===== src/design/idll_pkg.sv =====
// Shared types and constants for the indexed doubly linked list.
package idll_pkg;

	localparam int unsigned IDLL_CAPACITY = 256;

	typedef enum logic [2:0] {
		REQ_APPEND      = 3'd0,
		REQ_INSERT      = 3'd1,
		REQ_REMOVE      = 3'd2,
		REQ_REMOVE_LAST = 3'd3,
		REQ_READ        = 3'd4,
		REQ_CLEAR       = 3'd5
	} req_t;

	typedef enum logic [1:0] {
		ST_OK    = 2'd0,
		ST_RANGE = 2'd1,
		ST_EMPTY = 2'd2,
		ST_FULL  = 2'd3
	} status_t;

	typedef enum logic [3:0] {
		S_IDLE,
		S_DECODE,
		S_WALK,
		S_ALLOC,
		S_ALLOC_POP,
		S_APP_W1,
		S_APP_W2,
		S_INS_W1,
		S_INS_W2,
		S_RM_W1,
		S_RM_W2,
		S_DONE
	} state_t;

	typedef enum logic [4:0] {
		DP_NONE,
		DP_LOAD,
		DP_WALK_HEAD,
		DP_WALK_TAIL,
		DP_WALK_LAST,
		DP_STEP,
		DP_FOUND,
		DP_ALLOC_FREE,
		DP_ALLOC_POP,
		DP_ALLOC_HWM,
		DP_APP_W1,
		DP_APP_W2,
		DP_INS_W1,
		DP_INS_W2,
		DP_RM_W1,
		DP_RM_W2,
		DP_CLEAR,
		DP_FAIL,
		DP_OUT
	} dp_op_t;

	typedef struct packed {
		dp_op_t  op;
		status_t fail_st;
	} dp_cmd_t;

	typedef struct packed {
		logic [2:0] req;
		logic       full;
		logic       empty;
		logic       pos_ge;
		logic       from_head;
		logic       steps_zero;
		logic       free_valid;
		logic       out_busy;
	} dp_stat_t;

endpackage


===== src/design/idll_ctrl.sv =====
// Controller state machine sequencing each request through the datapath.
module idll_ctrl (
	input  logic               clk,
	input  logic               arst_n,
	input  logic               in_valid,
	output logic               in_ready,
	input  idll_pkg::dp_stat_t stat,
	output idll_pkg::dp_cmd_t  cmd
);

	idll_pkg::state_t state_q, state_d;

	always_ff @(posedge clk or negedge arst_n) begin
		if (!arst_n) begin
			state_q <= idll_pkg::S_IDLE;
		end else begin
			state_q <= state_d;
		end
	end

	always_comb begin
		state_d = state_q;
		unique case (state_q)
			idll_pkg::S_IDLE: begin
				if (in_valid) state_d = idll_pkg::S_DECODE;
			end
			idll_pkg::S_DECODE: begin
				unique case (stat.req)
					idll_pkg::REQ_APPEND:
						state_d = stat.full ? idll_pkg::S_DONE : idll_pkg::S_ALLOC;
					idll_pkg::REQ_INSERT:
						state_d = (stat.pos_ge || stat.full) ? idll_pkg::S_DONE
							: idll_pkg::S_WALK;
					idll_pkg::REQ_REMOVE, idll_pkg::REQ_READ:
						state_d = (stat.empty || stat.pos_ge) ? idll_pkg::S_DONE
							: idll_pkg::S_WALK;
					idll_pkg::REQ_REMOVE_LAST:
						state_d = stat.empty ? idll_pkg::S_DONE : idll_pkg::S_WALK;
					default: state_d = idll_pkg::S_DONE;
				endcase
			end
			idll_pkg::S_WALK: begin
				if (stat.steps_zero) begin
					priority case (stat.req)
						idll_pkg::REQ_INSERT: state_d = idll_pkg::S_ALLOC;
						idll_pkg::REQ_READ:   state_d = idll_pkg::S_DONE;
						default:              state_d = idll_pkg::S_RM_W1;
					endcase
				end
			end
			idll_pkg::S_ALLOC: begin
				if (stat.free_valid) begin
					state_d = idll_pkg::S_ALLOC_POP;
				end else if (stat.req == idll_pkg::REQ_APPEND) begin
					state_d = idll_pkg::S_APP_W1;
				end else begin
					state_d = idll_pkg::S_INS_W1;
				end
			end
			idll_pkg::S_ALLOC_POP: begin
				state_d = (stat.req == idll_pkg::REQ_APPEND) ? idll_pkg::S_APP_W1
					: idll_pkg::S_INS_W1;
			end
			idll_pkg::S_APP_W1: state_d = idll_pkg::S_APP_W2;
			idll_pkg::S_APP_W2: state_d = idll_pkg::S_DONE;
			idll_pkg::S_INS_W1: state_d = idll_pkg::S_INS_W2;
			idll_pkg::S_INS_W2: state_d = idll_pkg::S_DONE;
			idll_pkg::S_RM_W1:  state_d = idll_pkg::S_RM_W2;
			idll_pkg::S_RM_W2:  state_d = idll_pkg::S_DONE;
			idll_pkg::S_DONE: begin
				if (!stat.out_busy) state_d = idll_pkg::S_IDLE;
			end
			default: state_d = idll_pkg::S_IDLE;
		endcase
	end

	always_comb begin
		in_ready    = 1'b0;
		cmd.op      = idll_pkg::DP_NONE;
		cmd.fail_st = idll_pkg::ST_OK;
		unique case (state_q)
			idll_pkg::S_IDLE: begin
				in_ready = 1'b1;
				if (in_valid) cmd.op = idll_pkg::DP_LOAD;
			end
			idll_pkg::S_DECODE: begin
				unique case (stat.req)
					idll_pkg::REQ_APPEND: begin
						if (stat.full) begin
							cmd.op      = idll_pkg::DP_FAIL;
							cmd.fail_st = idll_pkg::ST_FULL;
						end
					end
					idll_pkg::REQ_INSERT: begin
						if (stat.pos_ge) begin
							cmd.op      = idll_pkg::DP_FAIL;
							cmd.fail_st = idll_pkg::ST_RANGE;
						end else if (stat.full) begin
							cmd.op      = idll_pkg::DP_FAIL;
							cmd.fail_st = idll_pkg::ST_FULL;
						end else begin
							cmd.op = stat.from_head ? idll_pkg::DP_WALK_HEAD
								: idll_pkg::DP_WALK_TAIL;
						end
					end
					idll_pkg::REQ_REMOVE, idll_pkg::REQ_READ: begin
						if (stat.empty) begin
							cmd.op      = idll_pkg::DP_FAIL;
							cmd.fail_st = idll_pkg::ST_EMPTY;
						end else if (stat.pos_ge) begin
							cmd.op      = idll_pkg::DP_FAIL;
							cmd.fail_st = idll_pkg::ST_RANGE;
						end else begin
							cmd.op = stat.from_head ? idll_pkg::DP_WALK_HEAD
								: idll_pkg::DP_WALK_TAIL;
						end
					end
					idll_pkg::REQ_REMOVE_LAST: begin
						if (stat.empty) begin
							cmd.op      = idll_pkg::DP_FAIL;
							cmd.fail_st = idll_pkg::ST_EMPTY;
						end else begin
							cmd.op = idll_pkg::DP_WALK_LAST;
						end
					end
					idll_pkg::REQ_CLEAR: cmd.op = idll_pkg::DP_CLEAR;
					default: cmd.op = idll_pkg::DP_NONE;
				endcase
			end
			idll_pkg::S_WALK:
				cmd.op = stat.steps_zero ? idll_pkg::DP_FOUND : idll_pkg::DP_STEP;
			idll_pkg::S_ALLOC:
				cmd.op = stat.free_valid ? idll_pkg::DP_ALLOC_FREE : idll_pkg::DP_ALLOC_HWM;
			idll_pkg::S_ALLOC_POP: cmd.op = idll_pkg::DP_ALLOC_POP;
			idll_pkg::S_APP_W1:    cmd.op = idll_pkg::DP_APP_W1;
			idll_pkg::S_APP_W2:    cmd.op = idll_pkg::DP_APP_W2;
			idll_pkg::S_INS_W1:    cmd.op = idll_pkg::DP_INS_W1;
			idll_pkg::S_INS_W2:    cmd.op = idll_pkg::DP_INS_W2;
			idll_pkg::S_RM_W1:     cmd.op = idll_pkg::DP_RM_W1;
			idll_pkg::S_RM_W2:     cmd.op = idll_pkg::DP_RM_W2;
			idll_pkg::S_DONE: begin
				if (!stat.out_busy) cmd.op = idll_pkg::DP_OUT;
			end
			default: cmd.op = idll_pkg::DP_NONE;
		endcase
	end

endmodule


===== config.mk =====
export PLATFORM = sky130hd
export DESIGN_NAME = idll_ctrl
export DESIGN_NICKNAME = d
export VERILOG_FILES = /design/src/design/idll_pkg.sv /design/src/design/idll_ctrl.sv
export SDC_FILE = /design/constraint.sdc
export NUM_CORES = 1
export LEC_CHECK = 0
export ABC_AREA = 1
export ABC_CLOCK_PERIOD_IN_PS = 1800
export BUFFER_PORTS_ARGS = -buffer_cell sky130_fd_sc_hd__buf_2
export CAP_MARGIN = 0
export CORE_UTILIZATION = 47
export DETAILED_ROUTE_END_ITERATION = 10
export PLACE_DENSITY = 0.71
export REMOVE_ABC_BUFFERS = 1
export SLEW_MARGIN = 40
export SYNTH_ARGS = -nofsm -noshare
export SYNTH_HDL_FRONTEND = slang
export SYNTH_SLANG_ARGS = --single-unit

===== constraint.sdc =====
create_clock -name clk -period 1.8 [get_ports clk]
set_input_delay 0.09 -clock clk [delete_from_list [all_inputs] [get_ports clk]]
set_output_delay 0.09 -clock clk [all_outputs]
set_load 0.05 [all_outputs]

==> impl_metrics.csv <==
group,metric,value,unit
hold_path,hold_class,"in -> reg",
placed_design,port_buffers,20,
clock_network,clockRootBuffer,"clkbuf_4",
detailed_routing,num_vias,826,
synth,ys_seq_area_share,14.6,%
placed_design,hpwlAfterDp,1.50,mm
synth,synth_warnings,0,
floorplan,die_height,40.2,um
timing,fin_crit_sh,93.0,%
floorplan,dieArea,1620,um^2
grt,grt-ovfl-total,0,
clock_network,h-tree-depth,1,
pwr,power_density,1840,nW/um^2
detailed_routing,drt-pass1-iter-count,4,
critical_path,cp_num_buf_inv,2,
synth,syn-cell-area,686,um^2
placed_design,post-place-ws,0.313,ns
clock_network,clock_latency,0.24,ns
clock_network,cts_buffers,3,
grt,antenna_found_initial,0,
detailed_routing,wirelength,1.83,mm
critical_path,cp-end-kind,"output pin",
critical_path,crit_path_cell_trace,"nor2_4, nand3_2, inv_2, nand2_2, nand3_1, a31oi_1, nand2_1, clkbuf_4",
timing,finalSetupTns,0,ns
synth,synth.avg_cell_area,5.81,um^2
floorplan,io_pins,21,
detailed_routing,top_layer_used,"met3",
critical_path,critical-path-top-delay-family,"simple AND/OR/NAND/NOR gates",
timing,setup_viol,0,
cells_and_area,drive_above_1_share,35.0,%
timing,worst_pin_slew,0.256,ns
cells_and_area,syn_to_final_growth,23.9,%
detailed_routing,met3_length,171,um
synth,synthTopCellsByCount,"36 x nand2_1, 16 x inv_1, 11 x nor2_1",
clock_network,clock-sinks,4,
synth,yosysMostFrequentCell,"nand2_1",
synth,ys_seq_elements,4,
cells_and_area,largest_reg_flops,4,
critical_path,r2r_cells,8,
synth,synth_cells,118,
cells_and_area,largestRegisters,"state_q x4",
critical_path,r2r_slack,0.49,ns
synth,synth.distinct_cells,23,
hold_path,min_to,"state_q[3]",
floorplan,die_w,40.2,um
critical_path,crit_path_max_incr_delay,0.44,ns
timing,skew,0.00651,ns
detailed_routing,wl_per_cell,11.6,um
timing,rsz0062_at_grt,"no",
detailed_routing,drcViolationCount,0,
synth,synth_top_area_share,19.7,%
critical_path,crit_path_start_kind,"flip-flop",
synth,yosys-top-cells-area,"nand2_1 20%, dfrtp_1 15%, nand3_2 8.8%",
timing,fmax,597,MHz
synth,yosys.area.top_type,"nand2_1",
timing,whs,0.143,ns
detailed_routing,drt-initial-drc-count,29,
critical_path,worstSetupStartpoint,"state_q[2]",
cells_and_area,final_util,63.7,%
timing,finalHoldViolCount,0,
detailed_routing,met2_length,779,um
cells_and_area,final-seq-area,100,um^2
floorplan,std_cell_rows,13,
hold_path,worstHoldStart,"stat[0]",
grt,grt_max_degree,9,
pwr,p_leak,0.515,nW
critical_path,r2r-end,"state_q[1]",
hold_path,hold-path-cell-count,3,
detailed_routing,ant_nets,0,
critical_path,path_max_fanout,5,
clock_network,path_clk_slew,0.04,ns
clock_network,cts_tree,"built",
floorplan,initial_core_util,51.4,%
cells_and_area,insertedDiodeCount,0,
synth,synth_ff_type,"dfrtp_1",
critical_path,cp_data_arrival_time,1.58,ns
detailed_routing,post_drt_via_cell_ratio,5.23,
detailed_routing,wirelength_met1,877,um
timing,setup_slack,0.126,ns
placed_design,dpl_cell_area,805,um^2
status,status,"finished, final reports clean",
cells_and_area,multiInputGateArea,502,um^2
grt,grt_pass1_wl,2.90,mm
cells_and_area,fillers,131,
timing,slew_violations,0,
timing,post-route-min-period,1.67,ns
timing,maxSlewHeadroom,82.9,%
cells_and_area,nets,158,
critical_path,crit_type,"reg -> out",
critical_path,r2r-start,"state_q[2]",
critical_path,required,1.71,ns
placed_design,place.gp.congestion,0.906,
critical_path,slowest_stage,"dfrtp_1",
synth,synth-edff-count,0,
grt,grtUsageTotal,26.7,%
job,cap_violations,0,
floorplan,core_area,1330,um^2
cells_and_area,registers.top_by_ff_count,"state_q",
clock_network,cts_buffer_depth,2,
synth,async_flop_share,100,%
cells_and_area,stdcell_area,850,um^2
pwr,irDropWorstVdd,951,uV
grt,grt_pass1_vias,697,
-- worst register-to-register path, stage by stage (launching register included) --
cell and delay (ns):
dfrtp_1 0.44, nor2_4 0.20, nand3_2 0.12, inv_2 0.11, nand2_2 0.08, nand2_2 0.09, nor2_4 0.04, nand2_1 0.07
nand2_1 0.05
-- routing by layer --
layer | vias up | GRT usage, %
met3 | 0 | 7.78
li1 | 430 | -
met2 | 30 | 39.9
met4 | 0 | 2.50
met1 | 366 | 38.8
met5 | - | 0
-- placed cells by master (no fill, tap or decap) --
cell	instances
o211ai_1	1
o21ai_0	5
inv_1	16
inv_2	4
nand2_2	8
clkbuf_4	4
o21a_1	1
dfrtp_1	4
clkinv_4	1
a21oi_1	3
nand3b_1	1
nand3_1	7
o21ai_2	1
o2111ai_1	1
nor2_2	1
buf_4	2
nor2_1	11
nor2_4	3
o221ai_1	1
a31oi_1	2
a21oi_2	1
nand4_1	3
nand2_4	1
buf_2	18
nand3_2	6
dlygate4sd3_1	1
nand2_1	36
-- timing repair --
item                                    4_1_cts  5_1_grt
endpoints found under the setup margin        0        2
setup buffers                                 0        1
endpoints found under the hold margin         4        0
gates resized for setup                       0        3
hold buffers                                  1        0
-- cell type report --
class | instances | share of cell area (%)
Clock buffer | 3 | 2.65
Inverter | 21 | 9.87
Multi-Input combinational cell | 93 | 59.1
Sequential cell | 4 | 11.8
Tap cell | 15 | 2.21
Timing Repair Buffer | 22 | 14.4
-- logic make-up after synthesis --
| family | after synthesis | synth area share (%) |
|---|---|---|
| DFF | 4 | 14.6 |
| AOI/OAI and AO/OA | 16 | 15.0 |
| and+or+nand+nor | 77 | 58.2 |
| buffers and inverters | 21 | 12.2 |
-- stage by stage --
stage	total power (W)	instances
floorplan	0.00116	118
global placement	0.00140	153
detailed placement	0.00141	153
CTS	0.00152	157
global route	0.00169	158
finish	0.00157	158
-- power by group --
part / switching (W) / internal [W] / total [W] / leakage [nW]
clock: 0.0000369 / 0.0000745 / 0.000111 / 0.0138
combinational: 0.000887 / 0.000367 / 0.00125 / 0.451
sequential: 0.0000653 / 0.000136 / 0.000201 / 0.0493
-- worst max-delay path by stage --
stage	depth (start not counted)	slack, ns	end
final	8	0.13	cmd[2]
after global routing	8	0.03	cmd[2]
after CTS	6	0.07	cmd[3]
after detailed placement	6	0.31	cmd[3]
after global placement	6	0.33	cmd[3]
after floorplan	7	0.14	cmd[2]
No activity file was read; power rests on OpenSTA's default activity.
